**config.mk**
```make
export PLATFORM = sky130hd
export DESIGN_NAME = block_transfer_address_sequencer_core
export DESIGN_NICKNAME = d
export VERILOG_FILES = /design/src/design/bta_pkg.sv /design/src/design/bta_alu.sv /design/src/design/block_transfer_address_sequencer_core.sv
export VERILOG_INCLUDE_DIRS = /design/src /design/src/design
export SDC_FILE = /design/constraint.sdc
export NUM_CORES = 1
export LEC_CHECK = 0
export BUFFER_PORTS_ARGS = -buffer_cell sky130_fd_sc_hd__clkbuf_2
export CAP_MARGIN = 40
export CORE_MARGIN = 1
export CORE_UTILIZATION = 58
export CTS_CLUSTER_DIAMETER = 100
export DETAILED_ROUTE_END_ITERATION = 7
export PLACE_DENSITY = 0.87
export SETUP_SLACK_MARGIN = 0.02
export SLEW_MARGIN = 40
export SYNTH_ARGS = -nofsm -noshare
export SYNTH_HDL_FRONTEND = slang
export SYNTH_SLANG_ARGS = --single-unit
```
**constraint.sdc**
```tcl
create_clock -name i_clk -period 6.71 [get_ports i_clk]
set_input_delay 0.3355 -clock i_clk [delete_from_list [all_inputs] [get_ports i_clk]]
set_output_delay 0.3355 -clock i_clk [all_outputs]
set_load 0.05 [all_outputs]
```
**src/design/assert_macros.svh**
```systemverilog
// Assertion macros used by the sequencer core.
`ifndef ASSERT_MACROS_SVH
`define ASSERT_MACROS_SVH

// Property checked at every clock edge outside reset.
`define ASSERT_ALWAYS(label, prop, msg) \
    label: assert property (@(posedge i_clk) disable iff (!i_rst_n) (prop)) \
        else $error(msg);

// Overlapping implication checked outside reset.
`define ASSERT_IMPL(label, ante, cons, msg) \
    label: assert property (@(posedge i_clk) disable iff (!i_rst_n) (ante) |-> (cons)) \
        else $error(msg);

// Implication on the next clock edge, checked outside reset.
`define ASSERT_NEXT(label, ante, cons, msg) \
    label: assert property (@(posedge i_clk) disable iff (!i_rst_n) (ante) |=> (cons)) \
        else $error(msg);

`endif

```
**src/design/bta_pkg.sv**
```systemverilog
// ----------------------------------------------------------------------------
// Block transfer address sequencer package
// Widths, sequencer states, shared adder request and list helpers.
// ----------------------------------------------------------------------------
`timescale 1ns / 1ps

package bta_pkg;

    localparam int NUM_REGS   = 16;
    localparam int REG_W      = $clog2(NUM_REGS);
    localparam int ADDR_W     = 32;
    localparam int CNT_W      = $clog2(NUM_REGS + 1);
    localparam int WORD_SHIFT = 2;

    localparam logic [REG_W-1:0]  PC_NUM     = REG_W'(NUM_REGS - 1);
    localparam logic [ADDR_W-1:0] ALIGN_MASK = ~ADDR_W'(32'b11);
    localparam logic [ADDR_W-1:0] WORD_STEP  = ADDR_W'(4);

    // Sequencer states
    typedef enum logic [2:0] {
        ST_IDLE,
        ST_WB,
        ST_INIT,
        ST_RUN,
        ST_EMPTY
    } t_state;

    // Request to the shared address adder
    typedef struct packed {
        logic              sub;
        logic [ADDR_W-1:0] a;
        logic [ADDR_W-1:0] b;
    } t_alu_req;

    // Index of the lowest set bit, zero for an empty list
    function automatic logic [REG_W-1:0] lowest_set(input logic [NUM_REGS-1:0] list);
        logic [REG_W-1:0] idx;
        idx = '0;
        for (int k = NUM_REGS - 1; k >= 0; k--) begin
            if (list[k]) begin
                idx = REG_W'(k);
            end
        end
        return idx;
    endfunction

    // Bit order reversal of a register list
    function automatic logic [NUM_REGS-1:0] reverse_list(input logic [NUM_REGS-1:0] list);
        logic [NUM_REGS-1:0] rev;
        for (int k = 0; k < NUM_REGS; k++) begin
            rev[k] = list[NUM_REGS-1-k];
        end
        return rev;
    endfunction

endpackage

```
**src/design/bta_alu.sv**
```systemverilog
// ----------------------------------------------------------------------------
// Shared address adder
// Single add/subtract unit used for writeback, first address and stepping.
// ----------------------------------------------------------------------------
`timescale 1ns / 1ps

module bta_alu (
    input  bta_pkg::t_alu_req              i_req,
    output logic [bta_pkg::ADDR_W-1:0]     o_sum
);
    import bta_pkg::*;

    // wraps modulo 2^32
    always_comb begin
        if (i_req.sub) begin
            o_sum = i_req.a - i_req.b;
        end else begin
            o_sum = i_req.a + i_req.b;
        end
    end

endmodule

```
**src/design/block_transfer_address_sequencer_core.sv**
```systemverilog
// ----------------------------------------------------------------------------
// Block transfer address sequencer core
// Expands one load/store-multiple request into per-register accesses.
// ----------------------------------------------------------------------------
// Usage:
//   A request is taken at a rising edge with start high and busy low. The
//   block then works alone: the shared adder forms the writeback value, then
//   the first address of a non-empty list, then one result per listed
//   register is issued, lowest register first when ascending, highest first
//   when descending. Each result sits on the o_ ports for one cycle with
//   o_valid high and o_last marks the final one. An empty list gives one
//   result with o_access_valid low.
//   A new request is taken only once the sequencer is back in idle; the
//   single shared adder steps the address once per issued result.
//   Reset (synchronous, active low) returns the sequencer to idle and drops
//   o_valid. The receiver cannot stall: every result must be taken as shown.
// ----------------------------------------------------------------------------
`timescale 1ns / 1ps

module block_transfer_address_sequencer_core (
    input  logic                              i_clk,
    input  logic                              i_rst_n,
    input  logic                              start,
    output logic                              busy,
    input  logic                              i_req_type,
    input  logic [bta_pkg::ADDR_W-1:0]        i_base_value,
    input  logic [bta_pkg::REG_W-1:0]         i_base_index,
    input  logic [bta_pkg::NUM_REGS-1:0]      i_register_list,
    input  logic                              i_increment,
    input  logic                              i_before_req,
    input  logic                              i_writeback,
    input  logic                              i_user_bank,
    output logic                              o_valid,
    output logic [bta_pkg::REG_W-1:0]         o_reg_index,
    output logic [bta_pkg::ADDR_W-1:0]        o_address,
    output logic                              o_is_load,
    output logic                              o_access_valid,
    output logic                              o_user_bank_access,
    output logic                              o_loads_pc,
    output logic                              o_restore_status,
    output logic                              o_wb_enable,
    output logic [bta_pkg::REG_W-1:0]         o_wb_register,
    output logic [bta_pkg::ADDR_W-1:0]        o_wb_value,
    output logic                              o_last
);
    import bta_pkg::*;

    `include "assert_macros.svh"

    t_state                r_state, n_state;

    // Latched request
    logic                  r_load;
    logic [ADDR_W-1:0]     r_base;
    logic [REG_W-1:0]      r_bidx;
    logic [NUM_REGS-1:0]   r_list, n_list;
    logic                  r_inc;
    logic                  r_before;
    logic                  r_wben;
    logic                  r_ubank;
    logic                  r_ubank_acc;
    logic [CNT_W-1:0]      r_count;
    logic [ADDR_W-1:0]     r_wbval;
    logic [ADDR_W-1:0]     r_addr;

    // Next values of the output registers
    logic                  n_valid;
    logic [REG_W-1:0]      n_reg_index;
    logic [ADDR_W-1:0]     n_address;
    logic                  n_access_valid;
    logic                  n_user_bank_access;
    logic                  n_loads_pc;
    logic                  n_restore_status;
    logic                  n_wb_enable;
    logic                  n_last;

    logic                  accept;
    t_alu_req              alu_req;
    logic [ADDR_W-1:0]     alu_sum;
    logic [REG_W-1:0]      pick;
    logic [REG_W-1:0]      cur_reg;
    logic                  run_last;
    logic                  cur_lpc;

    assign busy   = (r_state != ST_IDLE);
    assign accept = start && !busy;

    // Shared adder operand selection
    always_comb begin
        alu_req.sub = !r_inc;
        alu_req.a   = (r_state == ST_RUN) ? r_addr : r_base;
        alu_req.b   = (r_state == ST_WB) ? (ADDR_W'(r_count) << WORD_SHIFT) : WORD_STEP;
    end

    bta_alu u_alu (
        .i_req (alu_req),
        .o_sum (alu_sum)
    );

    // Next register of the walk; descending lists are held bit-reversed
    assign pick     = lowest_set(r_list);
    assign cur_reg  = r_inc ? pick : PC_NUM - pick;
    assign run_last = ((r_list & (r_list - NUM_REGS'(1))) == '0);
    assign cur_lpc  = r_load && (cur_reg == PC_NUM);
    assign n_list   = r_list & (r_list - NUM_REGS'(1));

    // Next state
    always_comb begin
        n_state = r_state;
        unique case (r_state)
            ST_IDLE:  if (start) n_state = ST_WB;
            ST_WB:    n_state = (r_count == '0) ? ST_EMPTY : ST_INIT;
            ST_INIT:  n_state = ST_RUN;
            ST_RUN:   if (run_last) n_state = ST_IDLE;
            ST_EMPTY: n_state = ST_IDLE;
            default:  n_state = ST_IDLE;
        endcase
    end

    // Result fields
    always_comb begin
        n_valid            = 1'b0;
        n_reg_index        = '0;
        n_address          = '0;
        n_access_valid     = 1'b0;
        n_user_bank_access = 1'b0;
        n_loads_pc         = 1'b0;
        n_restore_status   = 1'b0;
        n_wb_enable        = 1'b0;
        n_last             = 1'b0;
        unique case (r_state)
            ST_RUN: begin
                n_valid            = 1'b1;
                n_reg_index        = cur_reg;
                n_address          = r_addr;
                n_access_valid     = 1'b1;
                n_user_bank_access = r_ubank_acc;
                n_loads_pc         = cur_lpc;
                n_restore_status   = cur_lpc && r_ubank;
                n_wb_enable        = run_last && r_wben;
                n_last             = run_last;
            end
            ST_EMPTY: begin
                n_valid     = 1'b1;
                n_wb_enable = r_wben;
                n_last      = 1'b1;
            end
            default: begin
                n_valid = 1'b0;
            end
        endcase
    end

    // Control registers
    always_ff @(posedge i_clk) begin
        if (!i_rst_n) begin
            r_state <= ST_IDLE;
            o_valid <= 1'b0;
        end else begin
            r_state <= n_state;
            o_valid <= n_valid;
        end
    end

    // Request latch and datapath
    always_ff @(posedge i_clk) begin
        if (accept) begin
            r_load      <= i_req_type;
            r_base      <= i_base_value & ALIGN_MASK;
            r_bidx      <= i_base_index;
            r_list      <= i_increment ? i_register_list : reverse_list(i_register_list);
            r_inc       <= i_increment;
            r_before    <= i_before_req;
            r_ubank     <= i_user_bank;
            r_count     <= CNT_W'($countones(i_register_list));
            r_wben      <= i_user_bank ? (i_req_type && i_writeback && i_register_list[PC_NUM])
                                       : i_writeback;
            r_ubank_acc <= i_user_bank && !(i_req_type && i_register_list[PC_NUM]);
        end
        if (r_state == ST_WB) begin
            r_wbval <= alu_sum;
        end
        if (r_state == ST_INIT) begin
            r_addr <= r_before ? alu_sum : r_base;
        end
        if (r_state == ST_RUN) begin
            r_addr <= alu_sum;
            r_list <= n_list;
        end
    end

    // Output registers
    always_ff @(posedge i_clk) begin
        if (n_valid) begin
            o_reg_index        <= n_reg_index;
            o_address          <= n_address;
            o_is_load          <= r_load;
            o_access_valid     <= n_access_valid;
            o_user_bank_access <= n_user_bank_access;
            o_loads_pc         <= n_loads_pc;
            o_restore_status   <= n_restore_status;
            o_wb_enable        <= n_wb_enable;
            o_wb_register      <= r_bidx;
            o_wb_value         <= r_wbval;
            o_last             <= n_last;
        end
    end

    // Checks
    `ASSERT_IMPL(a_run_has_work, r_state == ST_RUN, r_list != '0, "walk with empty list")
    `ASSERT_IMPL(a_empty_is_last, o_valid && !o_access_valid, o_last,
                 "empty-list result not last")
    `ASSERT_IMPL(a_wb_on_last, o_valid && o_wb_enable, o_last, "writeback before last result")
    `ASSERT_IMPL(a_valid_source, o_valid,
                 $past(r_state) == ST_RUN || $past(r_state) == ST_EMPTY,
                 "result strobe outside issue state")
    `ASSERT_NEXT(a_accept_busy, accept, busy, "request taken but not busy")

endmodule

```
# ---- After elaboration in Yosys (flattened, before gate mapping)
# Index checks and enable logic that the tools add are counted.
dict set report op_classes {
  mux 35
  add_sub_neg 19
  n_reduce_logical 18
  n_bitwise 1
  n_eq_ne 7
}
# op count
set op_table {}
lappend op_table {{2-to-1 mux 32 bit} 5}
lappend op_table {{2-to-1 mux 4 bit} 17}
lappend op_table {{2-to-1 mux 16 bit} 3}
lappend op_table {{adder 32 x 7 -> 32 bit} 1}
lappend op_table {{subtractor 32 x 7 -> 32 bit} 1}
lappend op_table {{adder 1 x 1 -> 2 bit} 8}
lappend op_table {{AND 16 bit} 1}
lappend op_table {{zero test 16 bit} 1}
lappend op_table {{subtractor 16 x 1 -> 16 bit, second input constant} 1}
lappend op_table {{adder 2 x 2 -> 3 bit} 4}
lappend op_table {{one-hot mux 3 bit (4 select lines)} 1}
lappend op_table {{2-to-1 mux 3 bit} 3}
lappend op_table {{adder 3 x 3 -> 4 bit} 2}
lappend op_table {{logical AND 1 bit} 8}
lappend op_table {{2-to-1 mux 7 bit} 1}
lappend op_table {{equality test 3 x 2 -> 1 bit, second input constant} 2}
lappend op_table {{adder 4 x 4 -> 5 bit} 1}
lappend op_table {{zero test 5 bit} 1}
lappend op_table {{equality test 4 bit, second input constant} 1}
lappend op_table {{inequality test 2 bit, second input constant} 2}
lappend op_table {{one-hot mux 1 bit (2 select lines)} 2}
lappend op_table {{nonzero test 2 bit} 2}
lappend op_table {{subtractor 4 bit, first input constant} 1}
lappend op_table {{equality test 3 x 1 -> 1 bit, second input constant} 1}
lappend op_table {{other kinds (7)} 10}
dict set report totals {
  input_bits 60
  reg_bits 208
  out_inout_bits 81
}

# ---- Logic depth before layout (Yosys ltp)
# Gate-level depths: netlist of the first run.
dict set report depth {
  depth_word 21
  mapped_depth 18
}

# ---- Hierarchy
# From an unflattened synthesis of the first run, not the netlist that was laid out.
dict set report unflattened {
  hier_cells 860
  hier_area_um2 10811.6
}
# mod n_inst area_per_inst_um2 cells_each
set by_module_without_submodules {}
lappend by_module_without_submodules {block_transfer_address_sequencer_core 1 8464.4 518}
lappend by_module_without_submodules {bta_alu 1 2347.3 342}

# ---- Worst setup path after synthesis of the first run
# Ideal clock, no wire load.
dict set report synth_path {
  path_kind {register to register}
  startpoint {register r_state[1]}
  endpoint {register r_addr[29] (data pin)}
  required_ns 6.450
  path_slack_ns 1.390
  path_stages_with_launch 18
  n_path_buf 0
  setup_ns 0.260
  arrival_time_ns 5.060
  path_cell_list {dfxtp_1 nand2b_1 nor2_1 nand2_1 ha_1 and2_1 ha_1 nor2_1 ha_1 a21oi_1 o21ai_1 a311oi_2 a211oi_1 o21ba_1 a21o_1 a21oi_1 xnor2_1 mux2_2}
}
dict set report synth_via {
  elab_chain_len 7
  elab_cells_between_ends 10
}
# element line
set synth_rtl {}
lappend synth_rtl {{start: declaration} block_transfer_address_sequencer_core.sv:50} ;# t_state r_state, n_state;
lappend synth_rtl {{start signal: assignment} block_transfer_address_sequencer_core.sv:160} ;# r_state <= n_state;
lappend synth_rtl {{equality test 3 x 2 -> 1 bit / equality test 3 x 1 -> 1 bit (equally long branches)} {block_transfer_address_sequencer_core.sv:91, block_transfer_address_sequencer_core.sv:92}}
lappend synth_rtl {{2-to-1 mux 32 bit / 2-to-1 mux 7 bit (equally long branches)} {block_transfer_address_sequencer_core.sv:91, block_transfer_address_sequencer_core.sv:92}}
lappend synth_rtl {{subtractor 32 x 7 -> 32 bit / adder 32 x 7 -> 32 bit (equally long branches)} {bta_alu.sv:16, bta_alu.sv:18}}
lappend synth_rtl {{2-to-1 mux 32 bit (*)} bta_alu.sv:15} ;# if (i_req.sub) begin
lappend synth_rtl {{named net alu_sum[29]} block_transfer_address_sequencer_core.sv:79} ;# logic [ADDR_W-1:0] alu_sum;
lappend synth_rtl {{2-to-1 mux 32 bit} block_transfer_address_sequencer_core.sv:184} ;# r_addr <= r_before ? alu_sum : r_base;
lappend synth_rtl {{2-to-1 mux 32 bit} block_transfer_address_sequencer_core.sv:183} ;# if (r_state == ST_INIT) begin
lappend synth_rtl {{2-to-1 mux 32 bit (*)} block_transfer_address_sequencer_core.sv:186} ;# if (r_state == ST_RUN) begin
lappend synth_rtl {{end signal: assignment} block_transfer_address_sequencer_core.sv:184}
lappend synth_rtl {{end signal: assignment} block_transfer_address_sequencer_core.sv:187} ;# r_addr <= alu_sum;
lappend synth_rtl {{end: declaration} block_transfer_address_sequencer_core.sv:64} ;# logic [ADDR_W-1:0] r_addr;
# Mark *: on every way through the listed nets, which the timed path passes. The rest lies on a longest branch. The select of a mux whose other input is x is not followed.
# A chain may end at the register's enable or synchronous reset.

# ---- Final worst setup path of the first run
dict set report layout_path {
  startpoint {register r_state[1]}
  endpoint {register r_addr[21] (data pin)}
}
# Same word-level chain as after synthesis.

==> results of run 1 <==
## sequential cells by signal (all words and copies together) (netlist names), 3 cells and up, named ones only
| name | count |
|---|---|
| o_address | 32 |
| o_reg_index | 4 |
| o_wb_register | 4 |
| o_wb_value | 32 |
| r_addr | 30 |
| r_base | 30 |
| r_bidx | 4 |
| r_count | 5 |
| r_list | 16 |
| r_state | 3 |
| r_wbval | 32 |
## metrics by stage
stage                     setup slack (ps)   util  total power [mW]  std cells  instance area (µm²)
after floorplan                       1390      -              2.58        788                10000
after global placement                1780  0.654              2.80       1123                11000
after detailed placement              1660  0.655              2.84       1123                11000
after CTS                             1610  0.700              4.09       1162                11700
after global routing                  1290  0.700              4.27       1162                11700
final                                 1550  0.700              4.09       1162                11700
## layout make-up
class                   count  area [µm²]  area share
clock buffers              26         587      0.0500
repair buffers            146         751      0.0640
inverters                  37         139      0.0118
flip-flops and latches    208        6210       0.529
clock inverters            13         168      0.0143
multi-input cells         512        3600       0.307
well taps                 220         275      0.0235
## cell usage in the layout (no fill, tap or decap), types with 9 or more instances in the layout
master     Yosys  final
nand3_1       15     15
edfxtp_1     204    204
ha_1          36     36
mux2_2        10     10
fa_1          11     11
mux2i_1       17     17
nand2_1       80     79
nor2_1        44     42
nand2b_1       9      9
clkbuf_16      0     23
a21oi_1       44     43
inv_1         37     35
clkbuf_2       0    138
and3_1        38     38
xor2_1        16     16
a21o_1        35     35
o21ai_0       23     22
nor3_1        11     11
xnor2_1       18     18
## critical path, stage by stage, from the launching register on
cell and delay, ps:
dfxtp_1 350, nand2b_1 230, nor2_4 610, nand2_1 120
ha_1 250, and2_1 150, ha_1 170, nor2_1 570
ha_1 420, a21oi_1 160, o21ai_1 120, a221oi_2 410
o31ai_1 210, a31oi_1 310, o21ai_1 190, a21boi_1 230
xnor2_1 120, mux2_2 280
## kinds of logic (layout without fill, tap and decap cells)
group                    Yosys count  in the layout
XOR/XNOR                          34             34
adder cells (fa/ha/maj)           49             49
flip-flops                       208            208
AO/OA/AOI/OAI                    168            168
multiplexers                      27             27
AND/OR/NAND/NOR                  234            234
buffers and inverters             68            222
## worst paths after layout
check                  startpoint             to  slack, ps  cells after the start
setup reg to reg       r_state[1]     r_addr[21]       1550                     17
hold / removal    i_base_value[7]      r_base[7]         10                      1
setup / recovery       r_state[1]     r_addr[21]       1550                     17
hold reg to reg        r_wbval[7]  o_wb_value[7]        410                      0
## power by group through the flow
| stage | sequential (mW) | combinational [mW] | clock, mW |
|---|---|---|---|
| after detailed placement | 1.80 | 1.04 | 0 |
| after CTS | 1.77 | 1.05 | 1.27 |
| after floorplan | 1.86 | 0.718 | 0 |
| after global routing | 1.79 | 1.16 | 1.32 |
| final | 1.78 | 1.06 | 1.26 |
| after global placement | 1.79 | 1.00 | 0 |
## layer usage
metal  vias up  track usage
li1       3220            -
met1      3240        0.336
met2       292        0.419
met3        40       0.0373
met4         0       0.0789
met5         -            0
==> results_tabular.tex, run 1 <==
\begin{tabular}{lr}
\hline
Metric & Value \\
\hline
\multicolumn{2}{l}{\textbf{Floorplanning}} \\
Initial core utilization & 0.600 \\
Die area & 17,900 µm² \\
Die extent in x & 134 µm \\
Chip height & 134 µm \\
Total core area & 16,800 µm² \\
Core Rows & 47 \\
I/O pin total & 141 \\
\multicolumn{2}{l}{\textbf{Yosys}} \\
Fraction of synthesized area in multiplexers & 0.0281 \\
Post-Synthesis Cells & 788 \\
Synthesis Warnings & 0 \\
Xor and xnor fraction of the mapped netlist area & 0.0296 \\
Post-synthesis sequential area ratio & 0.618 \\
Synth Cell Area & 10,000 µm² \\
Number of different library cells in the post-synthesis netlist & 70 \\
Prevailing post-synth register cell & edfxtp\_1 \\
Dominant combinational cell family by area after synthesis & simple AND/OR/NAND/NOR gates \\
Simple-gate portion of the synthesized area & 0.117 \\
Yosys top cell by area & edfxtp\_1 \\
Synth area leaders & edfxtp\_1 (61\%), ha\_1 (4.5\%), nand2\_1 (3.0\%) \\
Post-Synth Adder-Cell Area & 0.0687 \\
Area fraction in compound gates after synthesis & 0.112 \\
Post-synthesis net count & 895 \\
Most frequent cell after synthesis & edfxtp\_1 \\
Post-synthesis register bit count & 208 \\
Post-synthesis average cell area & 12.8 µm² \\
Number of synthesized flops with an enable pin & 204 \\
Leading cell types by count after synthesis & edfxtp\_1 (204), nand2\_1 (80), a21oi\_1 (44), nor2\_1 (44), and3\_1 (38) \\
Area fraction of the dominant cell type after synthesis & 0.610 \\
Async S/R FF share, synth & 0 \\
\multicolumn{2}{l}{\textbf{Worst setup path}} \\
Worst Setup Path Type & flop to flop \\
Worst-path maximum fanout & 26 \\
Endpoint required time on the critical path & 6950 ps \\
CP endpoint kind & flop \\
Category of the worst setup path launch point & flop \\
Data arrival at the endpoint of the critical path & 5410 ps \\
\multicolumn{2}{l}{\textbf{Global routing}} \\
Overall Global Routing Usage & 0.250 \\
Vias in the first global route & 6,669 \\
Antenna violations before repair & 0 \\
Total global routing overflow & 0 \\
Largest net degree at the start of global routing & 81 \\
Global-route wire length before repair & 34,600 µm \\
\multicolumn{2}{l}{\textbf{Routing}} \\
Sum of routed wire segments on met1 & 9260 µm \\
DRC violation count after routing & 0 \\
Final ANT Viol Nets & 0 \\
Number of design-rule violations left by the first detailed-router iteration & 634 \\
Routed wire length per instance & 18.9 µm \\
Overall routed net length & 21,900 µm \\
Number of optimization iterations in the first detailed-route pass & 5 \\
Met2 wire length & 10,700 µm \\
Met3 Routed Length & 1420 µm \\
Highest routed layer & met4 \\
Vias per cell & 5.85 \\
DR vias & 6,792 \\
\multicolumn{2}{l}{\textbf{Clock tree}} \\
Number of clock buffers inserted by TritonCTS & 22 \\
Buffer depth of the longest clock path & 3 \\
Clock sink count & 208 \\
CTS tree & done \\
Root buffer selected by CTS & clkbuf\_16 \\
Clk Latency, worst-skew pair & 500 ps \\
Number of instances resized during post-cts repair & 0 \\
Hold-fix buffers, CTS & 0 \\
Post-CTS setup-driven buffer insertion count & 0 \\
Clock-pin slew on the worst setup and hold paths & 60 ps \\
Htree depth & 1 \\
\multicolumn{2}{l}{\textbf{Flow run}} \\
Max Cap Violations & 0 \\
\multicolumn{2}{l}{\textbf{Final layout}} \\
Number of inserted filler cells in the final layout & 1,186 \\
Number of diodes & 0 \\
Share of final-layout standard cells stronger than drive strength 1 & 0.221 \\
Synthesis-to-layout area growth & 16.7\% \\
Layout Nets & 1,034 \\
\multicolumn{2}{l}{\textbf{Placed design}} \\
Post-detail-place hpwl & 15,000 µm \\
Weighted congestion at the end of routability-driven global placement & 0.870 \\
Count of buffers inserted at the top-level ports & 138 \\
\multicolumn{2}{l}{\textbf{Power and ir drop}} \\
Switching power as a share of total power & 0.304 \\
Total internal power & 2.84 mW \\
Power share of the clock group & 0.308 \\
Psw & 1.24 mW \\
Power per cell area & 349 nW/µm² \\
Worst IR Drop VDD & 227 µV \\
Share of total power in combinational logic & 0.258 \\
Leakage & 4.87 nW \\
Sequential share of power & 0.434 \\
\multicolumn{2}{l}{\textbf{STA}} \\
Worst Skew & 13.8 ps \\
Fin. Hold Viols & 0 \\
Final Slew Violations & 0 \\
Post-Route Hold Slack & 10.4 ps \\
Final-layout setup total negative slack & 0 ps \\
Worst slew margin & 0.495 \\
Min cycle time layout & 5160 ps \\
Highest clock rate & 194 MHz \\
Final setup violation count & 0 \\
Slew at the pin with the worst max-slew slack & 754 ps \\
Final Cycle Share & 0.770 \\
Setup repair after global routing missed its margin & no \\
\multicolumn{2}{l}{\textbf{Min path}} \\
Worst hold path type & primary input to flop \\
\multicolumn{2}{l}{\textbf{Status}} \\
Result of the run & completed \\
\hline
\end{tabular}
Note: power is estimated with default switching activity, not from simulation.
==> run 2: changes to the inputs <==
Clock period 6.71 ns to 5.4 ns, I/O delays scaled along.
==> run 2 against run 1 <==
  * Count of clock-buffer cells in the layout unchanged
  * Worst hold slack gained 4.4 ps
  * Flip-flop and latch count is the same
  * Core utilization up 1.8 points
  * Via count grew 1.6%
  * Critical endpoint is now r_addr[28]
  * Largest cell class unchanged
  * Largest power group unchanged
==> results_tabular.tex, run 2 (synthesis results as in run 1) <==
\begin{tabular}{lr}
\hline
Metric & Value \\
\hline
\multicolumn{2}{l}{\textbf{STA}} \\
Min cycle time layout & 4400 ps \\
Setup repair after global routing missed its margin & no \\
Final setup violation count & 0 \\
Fin. Hold Viols & 0 \\
Worst slew margin & 0.573 \\
Setup WS post-layout & 998 ps \\
Final-layout setup total negative slack & 0 ps \\
Worst Skew & 8.44 ps \\
Highest clock rate & 227 MHz \\
Final Cycle Share & 0.815 \\
Final Slew Violations & 0 \\
Slew at the pin with the worst max-slew slack & 639 ps \\
\multicolumn{2}{l}{\textbf{Worst setup path}} \\
Worst-path maximum fanout & 26 \\
Launching point of the worst reg2reg path & r\_state[1] \\
Endpoint of the most critical register-to-register path & r\_addr[28] \\
End of the critical path & r\_addr[28] \\
Category of the worst setup path launch point & flop \\
Data arrival at the endpoint of the critical path & 4660 ps \\
Cell chain of the critical path & nand2b\_1 -> nor2\_4 -> buf\_4 -> o21ai\_0 -> and2\_1 -> ha\_1 -> inv\_1 -> o21ai\_0 -> ha\_1 -> a21oi\_2 -> a21boi\_1 -> o2111ai\_1 -> a21oi\_1 -> o311ai\_1 -> a21oi\_1 -> nand3b\_1 -> mux2\_2 \\
Internal reg-to-reg setup slack & 1000 ps \\
CP endpoint kind & flop \\
Worst Setup Path Type & flop to flop \\
Crit-path leading delay family & compound AO/OA/AOI/OAI gates \\
Path depth of the worst reg2reg path & 17 \\
Endpoint required time on the critical path & 5650 ps \\
Cell with the biggest individual delay on the critical path & o311ai\_1 \\
Instance count on the critical path & 17 \\
Crit path buffers/inverters & 2 \\
Longest individual stage delay on the worst path & 440 ps \\
Launching element of the worst setup path & r\_state[1] \\
\multicolumn{2}{l}{\textbf{Floorplanning}} \\
Core Rows & 47 \\
Chip height & 134 µm \\
Total core area & 16,800 µm² \\
Die extent in x & 134 µm \\
I/O pin total & 141 \\
Die area & 17,900 µm² \\
Initial core utilization & 0.600 \\
\multicolumn{2}{l}{\textbf{Power and ir drop}} \\
Share of total power in combinational logic & 0.272 \\
Power share of the clock group & 0.278 \\
Total internal power & 3.36 mW \\
Leakage & 4.99 nW \\
Switching power as a share of total power & 0.314 \\
Worst IR Drop VDD & 284 µV \\
Power per cell area & 408 nW/µm² \\
Psw & 1.54 mW \\
Sequential share of power & 0.450 \\
\multicolumn{2}{l}{\textbf{Final layout}} \\
Most frequent cells in the layout & edfxtp\_1 (204), clkbuf\_2 (138), nand2\_1 (79) \\
Synthesis-to-layout area growth & 19.6\% \\
Number of diodes & 0 \\
Share of final-layout standard cells stronger than drive strength 1 & 0.213 \\
Number of inserted filler cells in the final layout & 1,145 \\
Layout Nets & 1,076 \\
Finished Core Util & 0.717 \\
Most common cell after layout, fill and taps aside & edfxtp\_1 \\
Registers with the most flip-flops & o\_address x32, o\_wb\_value x32, r\_wbval x32 \\
\multicolumn{2}{l}{\textbf{Clock tree}} \\
Clock-pin slew on the worst setup and hold paths & 60 ps \\
Htree depth & 1 \\
Root buffer selected by CTS & clkbuf\_16 \\
CTS tree & done \\
Clk Latency, worst-skew pair & 500 ps \\
Clock sink count & 208 \\
Number of clock buffers inserted by TritonCTS & 22 \\
Buffer depth of the longest clock path & 3 \\
\multicolumn{2}{l}{\textbf{Global routing}} \\
Vias in the first global route & 6,854 \\
Largest net degree at the start of global routing & 81 \\
Total global routing overflow & 0 \\
Antenna violations before repair & 0 \\
Global-route wire length before repair & 35,000 µm \\
Overall Global Routing Usage & 0.254 \\
\multicolumn{2}{l}{\textbf{Routing}} \\
Number of design-rule violations left by the first detailed-router iteration & 639 \\
DR vias & 6,902 \\
Routed wire length per instance & 18.5 µm \\
Number of optimization iterations in the first detailed-route pass & 5 \\
DRC violation count after routing & 0 \\
Vias per cell & 5.74 \\
Overall routed net length & 22,200 µm \\
Final ANT Viol Nets & 0 \\
\multicolumn{2}{l}{\textbf{Placed design}} \\
Count of buffers inserted at the top-level ports & 138 \\
Worst-case setup slack after placement & 1080 ps \\
Post-detail-place hpwl & 15,000 µm \\
Weighted congestion at the end of routability-driven global placement & 0.856 \\
\multicolumn{2}{l}{\textbf{Status}} \\
Result of the run & completed \\
\multicolumn{2}{l}{\textbf{Min path}} \\
Worst hold path type & primary input to flop \\
\multicolumn{2}{l}{\textbf{Flow run}} \\
Max Cap Violations & 0 \\
\hline
\end{tabular}
[run 2: routing by layer]
| metal | vias up | GRT usage | wire length, µm |
|---|---|---|---|
| met5 | - | 0 | 0 |
| met4 | 0 | 0.0997 | 671 |
| met3 | 46 | 0.0350 | 1310 |
| met2 | 267 | 0.420 | 10900 |
| met1 | 3295 | 0.341 | 9330 |
| li1 | 3294 | - | - |
[run 2: final cells by class]
type	instances	area, µm²	area share
inverters	37	139	0.0116
clock buffers	26	587	0.0488
multi-input cells	512	3600	0.299
clock inverters	11	60.1	0.00499
well taps	220	275	0.0229
flip-flops and latches	208	6210	0.516
repair buffers	188	1160	0.0964
[run 2: worst min path at each step]
stage / start / to / cells past startpoint
5_1_grt: i_rst_n / o_valid / 2
2_1_floorplan: i_base_value[10] / r_base[10] / 0
4_1_cts: i_rst_n / o_valid / 2
3_3_place_gp: r_wbval[3] / o_wb_value[3] / 0
6_report: i_rst_n / o_valid / 2
3_5_place_dp: r_wbval[28] / o_wb_value[28] / 0
[run 2: what timing repair did]
item,4_1_cts,5_1_grt
resized for setup,0,0
setup buffers,0,0
endpoints found under the hold margin,37,0
hold buffers,37,0
[run 2: per-stage QoR]
step | cells | hold WS, ps | cell area, µm² | power (mW)
after floorplan | 788 | 369 | 10000 | 3.20
after global placement | 1128 | 402 | 11000 | 3.48
after detailed placement | 1128 | 405 | 11000 | 3.53
after CTS | 1202 | 8.48 | 12000 | 4.92
after global routing | 1202 | 22.9 | 12000 | 5.14
final | 1202 | 14.8 | 12000 | 4.90
[run 2: power groups by stage]
stage | sequential, mW | clock (mW) | combinational [mW]
finish | 2.21 | 1.36 | 1.34
global route | 2.22 | 1.44 | 1.48
CTS | 2.20 | 1.39 | 1.33
detailed placement | 2.23 | 0 | 1.30
global placement | 2.23 | 0 | 1.26
floorplan | 2.31 | 0 | 0.893
[run 2: worst reg2reg max path: cells and delay by family (launching register included)]
kind                       cells  cell delay (ps)
and+or+nand+nor                4              760
adders and majority gates      2              590
AOI/OAI and AO/OA              8             1780
buffers and inverters          2              380
DFF                            1              360
muxes                          1              270
==> run 3: changes to the inputs <==
Settings changed: ABC_AREA set to 1, CORE_UTILIZATION 58 to 52, PLACE_DENSITY 0.87 to 0.82.
Clock period 5.4 ns to 3.8 ns, I/O delays scaled along.
==> run 3 against run 2 <==
  * Via count increased by 7.2%
  * Worst hold slack improved by 25 ps
  * Design area increased by 5.3%
  * Critical endpoint is now r_addr[20]
  * Sequential share of layout area decreased by 2.6 points
  * Routed wire length increased by 1.4%
  * First-iteration DRC count decreased by 40%
  * Total power increased by 70%
  * Highest routed layer unchanged
==> results_tabular.tex, run 3 <==
\begin{tabular}{lr}
\hline
Metric & Value \\
\hline
\multicolumn{2}{l}{\textbf{Status}} \\
Result of the run & completed \\
\multicolumn{2}{l}{\textbf{Global routing}} \\
Antenna violations before repair & 0 \\
Global-route wire length before repair & 35,300 µm \\
Total global routing overflow & 0 \\
Overall Global Routing Usage & 0.222 \\
Vias in the first global route & 7,377 \\
Largest net degree at the start of global routing & 83 \\
\multicolumn{2}{l}{\textbf{Clock tree}} \\
Clk Latency, worst-skew pair & 500 ps \\
Clock sink count & 208 \\
Number of clock buffers inserted by TritonCTS & 22 \\
Clock-pin slew on the worst setup and hold paths & 60 ps \\
Buffer depth of the longest clock path & 3 \\
CTS tree & done \\
Root buffer selected by CTS & clkbuf\_16 \\
Htree depth & 1 \\
\multicolumn{2}{l}{\textbf{Routing}} \\
Overall routed net length & 22,500 µm \\
Number of design-rule violations left by the first detailed-router iteration & 382 \\
DRC violation count after routing & 0 \\
DR vias & 7,402 \\
Vias per cell & 5.08 \\
Routed wire length per instance & 15.5 µm \\
Final ANT Viol Nets & 0 \\
Number of optimization iterations in the first detailed-route pass & 5 \\
\multicolumn{2}{l}{\textbf{Floorplanning}} \\
Die area & 20,400 µm² \\
Total core area & 19,500 µm² \\
Die extent in x & 143 µm \\
Initial core utilization & 0.531 \\
Core Rows & 51 \\
I/O pin total & 141 \\
Chip height & 143 µm \\
\multicolumn{2}{l}{\textbf{STA}} \\
Final Cycle Share & 0.901 \\
Highest clock rate & 292 MHz \\
Slew at the pin with the worst max-slew slack & 643 ps \\
Final setup violation count & 0 \\
Final Slew Violations & 0 \\
Min cycle time layout & 3420 ps \\
Worst slew margin & 0.571 \\
Final-layout setup total negative slack & 0 ps \\
Fin. Hold Viols & 0 \\
Setup repair after global routing missed its margin & no \\
Setup WS post-layout & 376 ps \\
Worst Skew & 7.45 ps \\
\multicolumn{2}{l}{\textbf{Yosys}} \\
Post-synthesis sequential area ratio & 0.601 \\
Post-synthesis register bit count & 208 \\
Area fraction of the dominant cell type after synthesis & 0.593 \\
Most frequent cell after synthesis & edfxtp\_1 \\
Number of different library cells in the post-synthesis netlist & 46 \\
Post-Synthesis Cells & 976 \\
Synth area leaders & edfxtp\_1 (59\%), nand2\_1 (6.2\%), inv\_1 (5.8\%) \\
Leading cell types by count after synthesis & edfxtp\_1 (204), nand2\_1 (172), inv\_1 (160) \\
Post-synthesis net count & 1,083 \\
Number of synthesized flops with an enable pin & 204 \\
Synth Cell Area & 10,300 µm² \\
Async S/R FF share, synth & 0 \\
Prevailing post-synth register cell & edfxtp\_1 \\
Synthesis Warnings & 0 \\
Post-synthesis average cell area & 10.6 µm² \\
Yosys top cell by area & edfxtp\_1 \\
\multicolumn{2}{l}{\textbf{Worst setup path}} \\
Category of the worst setup path launch point & flop \\
Most prevalent standard cell on the critical path & nand2\_1 \\
Worst Setup Path Type & flop to flop \\
Worst-path maximum fanout & 4 \\
Longest individual stage delay on the worst path & 410 ps \\
Endpoint required time on the critical path & 4140 ps \\
Cell chain of the critical path & inv\_1 -> nor3\_4 -> inv\_2 -> nor2\_1 -> o21bai\_1 -> ha\_1 -> inv\_1 -> fa\_1 -> nand3b\_1 -> nand2\_1 -> nand2\_1 -> nand2\_1 -> a21o\_1 -> nand2\_1 -> nand2\_1 -> nand2\_1 -> nand2\_1 -> xor2\_1 -> nand2\_1 -> o21ai\_0 \\
Cell with the biggest individual delay on the critical path & fa\_1 \\
CP endpoint kind & flop \\
Data arrival at the endpoint of the critical path & 3770 ps \\
\multicolumn{2}{l}{\textbf{Placed design}} \\
Worst-case setup slack after placement & 152 ps \\
Post-detail-place hpwl & 15,700 µm \\
Count of buffers inserted at the top-level ports & 138 \\
Weighted congestion at the end of routability-driven global placement & 0.912 \\
\multicolumn{2}{l}{\textbf{Final layout}} \\
Most frequent cells in the layout & edfxtp\_1 (204), nand2\_1 (171), inv\_1 (158) \\
Synthesis-to-layout area growth & 22.6\% \\
Share of final-layout standard cells stronger than drive strength 1 & 0.204 \\
Most common cell after layout, fill and taps aside & edfxtp\_1 \\
Number of inserted filler cells in the final layout & 1,487 \\
Number of diodes & 0 \\
Finished Core Util & 0.651 \\
Registers with the most flip-flops & o\_address x32, o\_wb\_value x32, r\_wbval x32 \\
Layout Nets & 1,284 \\
\multicolumn{2}{l}{\textbf{Power and ir drop}} \\
Leakage & 5.43 nW \\
Power per cell area & 660 nW/µm² \\
Post-route total power & 8.36 mW \\
Worst IR Drop VDD & 368 µV \\
\multicolumn{2}{l}{\textbf{Min path}} \\
Worst hold path type & primary input to flop \\
\multicolumn{2}{l}{\textbf{Flow run}} \\
Max Cap Violations & 0 \\
\hline
\end{tabular}
==> run 3: critical path, delay by kind of cell (launching register included) <==
| family | cells | cell delay [ps] |
|---|---|---|
| flip-flops | 1 | 360 |
| AO/OA/AOI/OAI | 3 | 450 |
| AND/OR/NAND/NOR | 11 | 1270 |
| buffers and inverters | 3 | 290 |
| XOR/XNOR | 1 | 300 |
| adder cells (fa/ha/maj) | 2 | 600 |
==> run 3: kinds of logic after synthesis <==
kind of cell	count (synthesis)	share of synthesized area
AO/OA/AOI/OAI	177	0.103
XOR/XNOR	30	0.0254
adder cells (fa/ha/maj)	47	0.0649
buffers and inverters	183	0.0666
flip-flops	208	0.601
multiplexers	2	0.00218
AND/OR/NAND/NOR	329	0.137
==> run 3: through the flow <==
| step | cell area (µm²) | hold WS (ps) | cells |
|---|---|---|---|
| finish | 12700 | 40.0 | 1457 |
| global placement | 11500 | 368 | 1377 |
| detailed placement | 11500 | 369 | 1377 |
| floorplan | 10400 | 289 | 976 |
| global route | 12700 | 30.4 | 1457 |
| CTS | 12600 | 20.3 | 1455 |
==> run 3: area by class of cell <==
class | instances | area (µm²) | area share
inverters | 162 | 608 | 0.0480
clock inverters | 13 | 145 | 0.0115
clock buffers | 26 | 587 | 0.0463
flip-flops and latches | 208 | 6210 | 0.490
repair buffers | 198 | 1250 | 0.0988
multi-input cells | 585 | 3530 | 0.279
well taps | 265 | 332 | 0.0262
==> run 3: per-layer routing <==
| metal | routed length [µm] | vias to the layer above | track usage |
|---|---|---|---|
| met5 | 0 | - | 0 |
| met4 | 459 | 0 | 0.0713 |
| met3 | 1120 | 42 | 0.0285 |
| met2 | 11200 | 208 | 0.396 |
| met1 | 9740 | 3455 | 0.281 |
| li1 | - | 3697 | - |
==> run 3: report_power, final <==
part           switching [mW]  internal, mW
sequential              0.147          3.20
clock                   0.845          1.31
combinational            1.92         0.950
total                    2.91          5.45
==> run 3: worst paths after layout <==
path | from | endpoint | slack, ps | cells after the start
min reg2reg | r_wbval[12] | o_wb_value[12] | 420 | 0
max reg2reg | r_state[1] | r_addr[20] | 380 | 20
min | i_register_list[2] | r_count[0] | 40 | 2
max | r_state[1] | r_addr[20] | 380 | 20
==> run 3: timing repair <==
item | in CTS | in global routing
endpoints found under the hold margin | 42 | 0
endpoints found under the setup margin | 0 | 11
hold buffers | 39 | 0
setup buffers | 0 | 2
resized for setup | 0 | 8
